**src/rtl/uff_pkg.sv**
```systemverilog
`default_nettype none

package uff_pkg;

  localparam int DEFAULT_FIFO_DEPTH = 64;

  localparam int OP_W = 2;
  localparam int DATA_W = 8;
  localparam int LEVEL_W = 6;
  localparam int THRESH_W = 6;
  localparam int CFG_INDEX_W = 2;
  localparam int CFG_DATA_W = 6;
  localparam int FLAGS_W = 3;

  // Event codes
  localparam logic [OP_W-1:0] OP_RX_BYTE  = 2'd0;
  localparam logic [OP_W-1:0] OP_POP      = 2'd1;
  localparam logic [OP_W-1:0] OP_WRITE    = 2'd2;
  localparam logic [OP_W-1:0] OP_TX_READY = 2'd3;

  // Configuration register indexes
  localparam logic [CFG_INDEX_W-1:0] CFG_FLOW_ENABLE    = 2'd0;
  localparam logic [CFG_INDEX_W-1:0] CFG_FLOW_THRESHOLD = 2'd1;

  localparam logic                RESET_FLOW_ENABLE    = 1'b1;
  localparam logic [THRESH_W-1:0] RESET_FLOW_THRESHOLD = 6'd16;

  // Flow control flag bits
  localparam int FLAG_SEND_XON  = 0;
  localparam int FLAG_SEND_XOFF = 1;
  localparam int FLAG_STATE_XON = 2;

  localparam logic [FLAGS_W-1:0] FLAGS_RESET = 3'b001;

  localparam logic [DATA_W-1:0] BYTE_XON  = 8'd17;
  localparam logic [DATA_W-1:0] BYTE_XOFF = 8'd19;

  typedef struct packed {
    logic capture;
    logic commit;
  } uff_cmd_t;

endpackage

`default_nettype wire

```
**src/rtl/uff_ram.sv**
```systemverilog
`default_nettype none

module uff_ram #(
  parameter int WIDTH = 8,
  parameter int DEPTH = 64
) (
  input  wire                     clk,
  input  wire                     we,
  input  wire [$clog2(DEPTH)-1:0] waddr,
  input  wire [WIDTH-1:0]         wdata,
  input  wire [$clog2(DEPTH)-1:0] raddr,
  output logic [WIDTH-1:0]        rdata
);

  logic [WIDTH-1:0] mem [DEPTH];

  always_ff @(posedge clk) begin
    if (we) begin
      mem[waddr] <= wdata;
    end
    rdata <= mem[raddr];
  end

endmodule

`default_nettype wire

```
**src/rtl/uff_ctrl.sv**
```systemverilog
`default_nettype none

module uff_ctrl
  import uff_pkg::*;
(
  input  wire      clk,
  input  wire      rst,
  input  wire      in_valid,
  output logic     in_ready,
  output logic     out_valid,
  input  wire      out_ready,
  output uff_cmd_t cmd
);

  localparam logic S_IDLE = 1'b0;
  localparam logic S_EXEC = 1'b1;

  logic state;
  logic state_next;
  logic out_valid_next;

  assign in_ready    = (state == S_IDLE);
  assign cmd.capture = in_valid && in_ready;
  // Execute only when the output slot is free or being emptied this cycle
  assign cmd.commit  = (state == S_EXEC) && (!out_valid || out_ready);

  always_comb begin
    state_next = state;
    unique case (state)
      S_IDLE: begin
        if (cmd.capture) begin
          state_next = S_EXEC;
        end
      end
      S_EXEC: begin
        if (cmd.commit) begin
          state_next = S_IDLE;
        end
      end
      default: state_next = S_IDLE;
    endcase
  end

  always_comb begin
    out_valid_next = out_valid;
    if (cmd.commit) begin
      out_valid_next = 1'b1;
    end else if (out_ready) begin
      out_valid_next = 1'b0;
    end
  end

  always_ff @(posedge clk) begin
    if (rst) begin
      state     <= S_IDLE;
      out_valid <= 1'b0;
    end else begin
      state     <= state_next;
      out_valid <= out_valid_next;
    end
  end

`ifndef NO_ASSERTIONS
  a_commit_fills_slot: assert property (@(posedge clk) disable iff (rst)
    cmd.commit |=> out_valid)
    else $error("result not presented after execute");

  a_capture_commit_excl: assert property (@(posedge clk) disable iff (rst)
    !(cmd.capture && cmd.commit))
    else $error("capture and execute in the same cycle");

  a_hold_when_blocked: assert property (@(posedge clk) disable iff (rst)
    (state == S_EXEC) && out_valid && !out_ready |=> (state == S_EXEC) && !in_ready)
    else $error("event executed while output slot was full");
`endif

endmodule

`default_nettype wire

```
**src/rtl/uff_dp.sv**
```systemverilog
`default_nettype none

module uff_dp
  import uff_pkg::*;
#(
  parameter int FIFO_DEPTH = DEFAULT_FIFO_DEPTH
) (
  input  wire                    clk,
  input  wire                    rst,
  input  wire uff_cmd_t          cmd,
  input  wire [OP_W-1:0]         op,
  input  wire [DATA_W-1:0]       byte_in,
  input  wire                    cfg_we,
  input  wire [CFG_INDEX_W-1:0]  cfg_index,
  input  wire [CFG_DATA_W-1:0]   cfg_data,
  output logic [DATA_W-1:0]      byte_out,
  output logic                   byte_valid,
  output logic                   accepted,
  output logic [LEVEL_W-1:0]     rx_level,
  output logic [LEVEL_W-1:0]     tx_level,
  output logic                   tx_request
);

  localparam int PW = $clog2(FIFO_DEPTH);
  localparam int FW = PW + 1;
  localparam int CW = (FW > THRESH_W) ? FW : THRESH_W;
  localparam logic [PW-1:0] PTR_LAST = PW'(FIFO_DEPTH - 1);
  localparam logic [FW-1:0] DEPTH_F  = FW'(FIFO_DEPTH);
  localparam logic [FW-1:0] USABLE   = FW'(FIFO_DEPTH - 1);

  function automatic logic [PW-1:0] ptr_next(input logic [PW-1:0] p);
    return (p == PTR_LAST) ? '0 : p + 1'b1;
  endfunction

  function automatic logic [FW-1:0] fill_of(input logic [PW-1:0] w, input logic [PW-1:0] r);
    return (w >= r) ? ({1'b0, w} - {1'b0, r}) : ({1'b0, w} + DEPTH_F - {1'b0, r});
  endfunction

  logic [OP_W-1:0]     op_q;
  logic [DATA_W-1:0]   byte_q;
  logic                flow_enable;
  logic [THRESH_W-1:0] flow_threshold;
  logic [PW-1:0]       rx_wp, rx_rp, tx_wp, tx_rp;
  logic [PW-1:0]       rx_wp_next, rx_rp_next, tx_wp_next, tx_rp_next;
  logic [FLAGS_W-1:0]  flags, flags_next;
  logic                tx_wanted, tx_wanted_next;
  logic [DATA_W-1:0]   rx_rdata, tx_rdata;
  logic                rx_we, tx_we;

  logic [FW-1:0]       rx_fill, tx_fill, rx_fill_after, tx_fill_after;
  logic [CW-1:0]       thresh_ext, rx_free_ext, rx_fill_ext, tx_fill_ext;
  logic [DATA_W-1:0]   res_byte;
  logic                res_valid, res_acc;

  uff_ram #(.WIDTH(DATA_W), .DEPTH(FIFO_DEPTH)) u_rx_ram (
    .clk(clk), .we(rx_we), .waddr(rx_wp), .wdata(byte_q), .raddr(rx_rp), .rdata(rx_rdata)
  );

  uff_ram #(.WIDTH(DATA_W), .DEPTH(FIFO_DEPTH)) u_tx_ram (
    .clk(clk), .we(tx_we), .waddr(tx_wp), .wdata(byte_q), .raddr(tx_rp), .rdata(tx_rdata)
  );

  assign rx_fill    = fill_of(rx_wp, rx_rp);
  assign tx_fill    = fill_of(tx_wp, tx_rp);
  assign thresh_ext = CW'(flow_threshold);

  always_comb begin
    rx_wp_next     = rx_wp;
    rx_rp_next     = rx_rp;
    tx_wp_next     = tx_wp;
    tx_rp_next     = tx_rp;
    flags_next     = flags;
    tx_wanted_next = tx_wanted;
    res_byte       = '0;
    res_valid      = 1'b0;
    res_acc        = 1'b0;
    rx_fill_after  = rx_fill;
    tx_fill_after  = tx_fill;
    rx_free_ext    = '0;
    rx_we          = 1'b0;
    tx_we          = 1'b0;
    unique case (op_q)
      OP_RX_BYTE: begin
        if (rx_fill < USABLE) begin
          rx_we         = cmd.commit;
          rx_wp_next    = ptr_next(rx_wp);
          rx_fill_after = rx_fill + 1'b1;
          res_acc       = 1'b1;
        end
        rx_free_ext = CW'(USABLE - rx_fill_after);
        if (flow_enable && flags[FLAG_STATE_XON] && (rx_free_ext <= thresh_ext)) begin
          flags_next                 = '0;
          flags_next[FLAG_SEND_XOFF] = 1'b1;
          flags_next[FLAG_STATE_XON] = 1'b1;
          tx_wanted_next             = 1'b1;
        end
      end
      OP_POP: begin
        if (rx_fill != '0) begin
          res_byte      = rx_rdata;
          res_valid     = 1'b1;
          rx_rp_next    = ptr_next(rx_rp);
          rx_fill_after = rx_fill - 1'b1;
        end
        if (flow_enable && !flags[FLAG_STATE_XON] &&
            (CW'(rx_fill_after) <= thresh_ext)) begin
          flags_next                = '0;
          flags_next[FLAG_SEND_XON] = 1'b1;
          tx_wanted_next            = 1'b1;
        end
      end
      OP_WRITE: begin
        if (tx_fill < USABLE) begin
          tx_we         = cmd.commit;
          tx_wp_next    = ptr_next(tx_wp);
          tx_fill_after = tx_fill + 1'b1;
          res_acc       = 1'b1;
        end
        tx_wanted_next = 1'b1;
      end
      OP_TX_READY: begin
        priority if (flow_enable && flags[FLAG_SEND_XON]) begin
          res_byte                   = BYTE_XON;
          res_valid                  = 1'b1;
          flags_next                 = '0;
          flags_next[FLAG_STATE_XON] = 1'b1;
        end else if (flow_enable && flags[FLAG_SEND_XOFF]) begin
          res_byte   = BYTE_XOFF;
          res_valid  = 1'b1;
          flags_next = '0;
        end else if (tx_fill != '0) begin
          res_byte      = tx_rdata;
          res_valid     = 1'b1;
          tx_rp_next    = ptr_next(tx_rp);
          tx_fill_after = tx_fill - 1'b1;
        end else begin
          tx_wanted_next = 1'b0;
        end
      end
      default: ;
    endcase
  end

  assign rx_fill_ext = CW'(rx_fill_after);
  assign tx_fill_ext = CW'(tx_fill_after);

  always_ff @(posedge clk) begin
    if (cmd.capture) begin
      op_q   <= op;
      byte_q <= byte_in;
    end
    if (cmd.commit) begin
      byte_out   <= res_byte;
      byte_valid <= res_valid;
      accepted   <= res_acc;
      rx_level   <= rx_fill_ext[LEVEL_W-1:0];
      tx_level   <= tx_fill_ext[LEVEL_W-1:0];
    end
  end

  always_ff @(posedge clk) begin
    if (rst) begin
      rx_wp          <= '0;
      rx_rp          <= '0;
      tx_wp          <= '0;
      tx_rp          <= '0;
      flags          <= FLAGS_RESET;
      tx_wanted      <= 1'b1;
      tx_request     <= 1'b1;
      flow_enable    <= RESET_FLOW_ENABLE;
      flow_threshold <= RESET_FLOW_THRESHOLD;
    end else begin
      if (cmd.commit) begin
        rx_wp      <= rx_wp_next;
        rx_rp      <= rx_rp_next;
        tx_wp      <= tx_wp_next;
        tx_rp      <= tx_rp_next;
        flags      <= flags_next;
        tx_wanted  <= tx_wanted_next;
        tx_request <= tx_wanted_next;
      end
      if (cfg_we) begin
        unique case (cfg_index)
          CFG_FLOW_ENABLE:    flow_enable    <= cfg_data[0];
          CFG_FLOW_THRESHOLD: flow_threshold <= cfg_data[THRESH_W-1:0];
          default: ;
        endcase
      end
    end
  end

endmodule

`default_nettype wire

```
**src/rtl/uart_fifo_xon_xoff.sv**
```systemverilog
`default_nettype none

// Serial buffer with a receive FIFO and a transmit FIFO (FIFO_DEPTH-1 usable
// bytes each) and XON/XOFF flow control of the receive side. Each transfer on
// the input channel is one event (line byte received, host pop, host write,
// transmitter ready) and yields exactly one result transfer carrying the
// popped or sent byte, the store/drop flag, both fill levels and the
// transmit request. Each event is first taken while the FIFO memories read
// the byte at each read pointer, then executed against that registered read
// data to update pointers and flags. The next event is taken the cycle after
// execution, while the result may still wait in the output register;
// execution holds only while that register is full and not being taken.
// Configuration writes are taken in any cycle (cfg_ready is always high) and
// belong in quiet periods with no event in flight. FIFO contents need no
// clearing after reset; only the pointers, flags, transmit request and
// registers reset.
module uart_fifo_xon_xoff
  import uff_pkg::*;
#(
  parameter int FIFO_DEPTH = DEFAULT_FIFO_DEPTH
) (
  input  wire                    clk,
  input  wire                    rst,
  // event channel
  input  wire                    in_valid,
  output logic                   in_ready,
  input  wire [OP_W-1:0]         op,
  input  wire [DATA_W-1:0]       byte_in,
  // result channel
  output logic                   out_valid,
  input  wire                    out_ready,
  output logic [DATA_W-1:0]      byte_out,
  output logic                   byte_valid,
  output logic                   accepted,
  output logic [LEVEL_W-1:0]     rx_level,
  output logic [LEVEL_W-1:0]     tx_level,
  output logic                   tx_request,
  // configuration write channel
  input  wire                    cfg_valid,
  output logic                   cfg_ready,
  input  wire [CFG_INDEX_W-1:0]  cfg_index,
  input  wire [CFG_DATA_W-1:0]   cfg_data
);

  uff_cmd_t cmd;

  // Registers are plain flops: take every configuration transfer at once
  assign cfg_ready = 1'b1;

  // Sequence each event: take it, then execute once the output slot frees
  uff_ctrl u_ctrl (
    .clk       (clk),
    .rst       (rst),
    .in_valid  (in_valid),
    .in_ready  (in_ready),
    .out_valid (out_valid),
    .out_ready (out_ready),
    .cmd       (cmd)
  );

  // FIFO memories, pointers, flow flags and the result register
  uff_dp #(.FIFO_DEPTH(FIFO_DEPTH)) u_dp (
    .clk        (clk),
    .rst        (rst),
    .cmd        (cmd),
    .op         (op),
    .byte_in    (byte_in),
    .cfg_we     (cfg_valid && cfg_ready),
    .cfg_index  (cfg_index),
    .cfg_data   (cfg_data),
    .byte_out   (byte_out),
    .byte_valid (byte_valid),
    .accepted   (accepted),
    .rx_level   (rx_level),
    .tx_level   (tx_level),
    .tx_request (tx_request)
  );

endmodule

`default_nettype wire

```
**config.mk**
```make
export PLATFORM = sky130hd
export DESIGN_NAME = uart_fifo_xon_xoff
export DESIGN_NICKNAME = d
export VERILOG_FILES = /design/src/rtl/uff_pkg.sv /design/src/rtl/uff_ram.sv /design/src/rtl/uff_ctrl.sv /design/src/rtl/uff_dp.sv /design/src/rtl/uart_fifo_xon_xoff.sv
export SDC_FILE = /design/constraint.sdc
export NUM_CORES = 1
export LEC_CHECK = 0
export BUFFER_PORTS_ARGS = -buffer_cell sky130_fd_sc_hd__buf_2
export CAP_MARGIN = 20
export CORE_MARGIN = 2
export CORE_UTILIZATION = 50
export CTS_CLUSTER_DIAMETER = 80
export CTS_CLUSTER_SIZE = 40
export DETAILED_ROUTE_END_ITERATION = 10
export MAX_ROUTING_LAYER = met4
export PLACE_DENSITY = 0.68
export SETUP_SLACK_MARGIN = 0.1
export SLEW_MARGIN = 25
export SYNTH_ARGS = -nofsm -noshare
export SYNTH_HDL_FRONTEND = slang
export SYNTH_SLANG_ARGS = --single-unit
export TNS_END_PERCENT = 1
```
**constraint.sdc**
```tcl
create_clock -name clk -period 6.56 [get_ports clk]
set_input_delay 0.656 -clock clk [delete_from_list [all_inputs] [get_ports clk]]
set_output_delay 0.656 -clock clk [all_outputs]
set_load 0.05 [all_outputs]
```
==> results.py <==
metrics = {
    "run_status": {
        "status": "finished, final reports clean",
    },
    "layout": {
        "utilization_pct": 53.9,
        "layout-drive-gt1-share_pct": 23.8,
        "areaGrowthSynthToFinish_pct": 7.05,
        "fin_nets": 2222,
    },
    "global_route": {
        "antenna_found_initial": 1,
        "grt_max_degree": 89,
        "grt-ovfl-total": 0,
        "grtUsageTotal_pct": 21.7,
        "grt_pass1_vias": 21059,
        "grt_pass1_wl_um": 141000,
    },
    "setup_path": {
        "cp-start-kind": "register",
        "crit_type": "register to register",
        "crit_fanout": 32,
        "cp-end-kind": "register",
        "critPathRequiredTime_ns": 7.06,
        "cp.arrival_ns": 5.75,
    },
    "route": {
        "ant_nets": 0,
        "via_per_inst": 6.24,
        "drt_pass1_iterations": 7,
        "drt_iter0_drc": 2260,
        "totalWireLength_um": 95100,
        "vias": 20960,
        "avgRoutedWirePerCell_um": 28.3,
        "drc_errors": 0,
    },
    "timing": {
        "fin_skew_ns": 0.0623,
        "hold_violations": 0,
        "timing.fmax_mhz": 190,
        "tns_ns": 0,
        "setup-violations-final": 0,
        "rsz0062_at_grt": "false",
        "slew_headroom_pct": 33.1,
        "drv_slew": 0,
        "period_needed_ns": 5.25,
        "tightest_slew_ns": 1.00,
        "fin_crit_sh_pct": 80.0,
    },
    "clocking": {
        "postCtsSetupRepairBufs": 0,
        "root_buffer": "clkbuf_16",
        "cts.path.max_buffers": 3,
        "cts_tree": "yes",
        "htree_levels": 2,
        "clock-sinks": 1109,
        "clk_pin_slew_ns": 0.12,
        "cts_resized": 0,
        "clock_latency_ns": 0.65,
        "numCtsBuffers": 41,
        "ctsHoldBuffers": 0,
    },
    "synth": {
        "netlist_area_mm2": 0.0444,
        "synth_cells": 2148,
        "synth-seq-area-share_pct": 73.9,
        "yosysTopAreaCell": "edfxtp_1",
        "syn_avg_cell_area_um2": 20.6,
        "synth_nets": 2207,
        "synth_common_cells": "edfxtp_1 (1,056), mux4_2 (336), nor2_1 (174), clkbuf_1 (66), dfxtp_1 (53)",
        "yosysUniqueCellTypes": 79,
        "synth_edf_count": 1056,
        "yosysMostFrequentCell": "edfxtp_1",
        "synth_top_area_share_pct": 71.5,
        "async_flop_share_pct": 0,
        "synth_warnings": 0,
        "synth-seq-cells": 1109,
        "synth_ff_type": "edfxtp_1",
        "synthTopCellsByArea": "edfxtp_1 (71%), mux4_2 (17%), dfxtp_1 (2.4%), nor2_1 (1.5%), ha_1 (0.96%)",
    },
    "floorplanning": {
        "die-area_mm2": 0.0911,
        "dieHeight_um": 302,
        "die_w_um": 302,
        "coreArea_mm2": 0.0881,
        "ios": 49,
        "core.rowCount": 109,
        "start_util_pct": 50.3,
    },
    "pwr": {
        "irDropWorstVdd_mv": 0.260,
        "p_per_area_mw_per_mm2": 248,
        "leakage_nw": 14.1,
    },
    "placed_design": {
        "dp_hpwl_um": 60000,
        "portBuffers": 47,
        "routabilityCongestion": 0.887,
    },
    "flow_run": {
        "maxCapViolCount": 0,
    },
    "min_path": {
        "hp-class": "primary input to register",
    },
}
==> critical path: stages, from the launching register on <==
cell	delay, ns
dfxtp_4	0.78
ha_1	0.31
inv_1	0.06
fa_1	0.46
a21o_1	0.22
a21oi_1	0.30
xnor2_2	0.22
a41oi_1	0.85
nor2_1	0.09
a21oi_1	0.15
ha_1	0.27
nor2b_1	0.13
o21ai_0	0.18
a21oi_1	0.11
o211ai_1	0.19
o2111a_1	0.31
a31oi_1	0.12
a2111oi_0	0.37
==> area by class of cell <==
cell class                 instances  area (µm²)
antenna                            1        2.50
fill                            6709       40600
inverter                          32         120
tap                             1165        1460
timing repair buffer              84         524
clock buffer                      46        1080
clock inverter                    28         473
sequential                      1109       32800
multi-input combinational        895       11000
==> layer usage <==
metal | global-route usage, % | share of wire (%)
met5 | - | 0
met4 | 4.82 | 2.1
met3 | 2.17 | 5.0
met2 | 36.4 | 52
met1 | 29.0 | 41
==> final timing paths <==
| kind | slack, ns | from | endpoint | cells after the start |
|---|---|---|---|---|
| min | 0.20 | byte_in[4] | u_dp.byte_q[4] | 1 |
| min reg2reg | 0.51 | u_dp.tx_request | u_dp.tx_request | 1 |
| max | 1.31 | u_dp.rx_rp[0] | u_dp.flags[1] | 17 |
| max reg2reg | 1.31 | u_dp.rx_rp[0] | u_dp.flags[1] | 17 |
==> metrics by stage <==
| step | cells | power (mW) | worst slack, ns | hold WS (ns) | area, µm² |
|---|---|---|---|---|---|
| 6_report | 3360 | 11.8 | 1.31 | 0.201 | 47500 |
| 5_1_grt | 3359 | 12.1 | 0.771 | 0.176 | 47500 |
| 4_1_cts | 3359 | 11.8 | 1.33 | 0.172 | 47500 |
| 3_5_place_dp | 3285 | 8.28 | 1.39 | 0.477 | 45900 |
| 3_3_place_gp | 3285 | 8.27 | 1.48 | 0.481 | 45900 |
| 2_1_floorplan | 2148 | 8.15 | 1.98 | 0.463 | 44400 |
==> logic make-up after synthesis <==
logic type	after synthesis	share of synthesized area [%]
other	1	0.00846
AND/OR/NAND/NOR	350	3.79
buffers and inverters	144	1.29
adder cells (fa/ha/maj)	36	1.05
flip-flops	1109	73.9
multiplexers	351	17.4
XOR/XNOR	25	0.511
AO/OA/AOI/OAI	132	2.05
==> where the power goes <==
group	switching, mW	internal [mW]
clock network	2.24	1.41
logic	0.252	0.0697
registers	0.0198	7.78
total	2.52	9.26
==> placed cells by master (no fill, tap or decap), types with 15 or more instances in the layout <==
master / Yosys / final
buf_2: 21 / 47
ha_1: 34 / 34
xnor2_1: 15 / 15
inv_1: 27 / 27
dfxtp_1: 53 / 49
nor2_1: 174 / 174
o21ai_0: 16 / 16
edfxtp_1: 1056 / 1056
nand2_1: 50 / 50
clkbuf_16: 0 / 42
mux4_2: 336 / 336
a21oi_1: 35 / 35
nand3_1: 24 / 24
buf_4: 1 / 34
==> state kept, by name, indices dropped and copies added (netlist names) <==
name and cells:
u_dp.tx_rp 6, u_dp.rx_level 6, u_dp.u_tx_ram.mem 512, u_dp.rx_rp 6, u_dp.byte_q 8, u_dp.u_rx_ram.mem 512, u_ctrl.out_valid 1, u_dp.tx_request 1
u_dp.flags 3, u_dp.u_rx_ram.rdata 8, u_dp.byte_out 8, u_dp.tx_wp 6, u_dp.rx_wp 6, u_ctrl.state 1, u_dp.byte_valid 1, u_dp.op_q 2
u_dp.u_tx_ram.rdata 8, u_dp.tx_level 6, u_dp.flow_threshold 6, u_dp.flow_enable 1, u_dp.accepted 1
(Power assumes the default switching activity.)
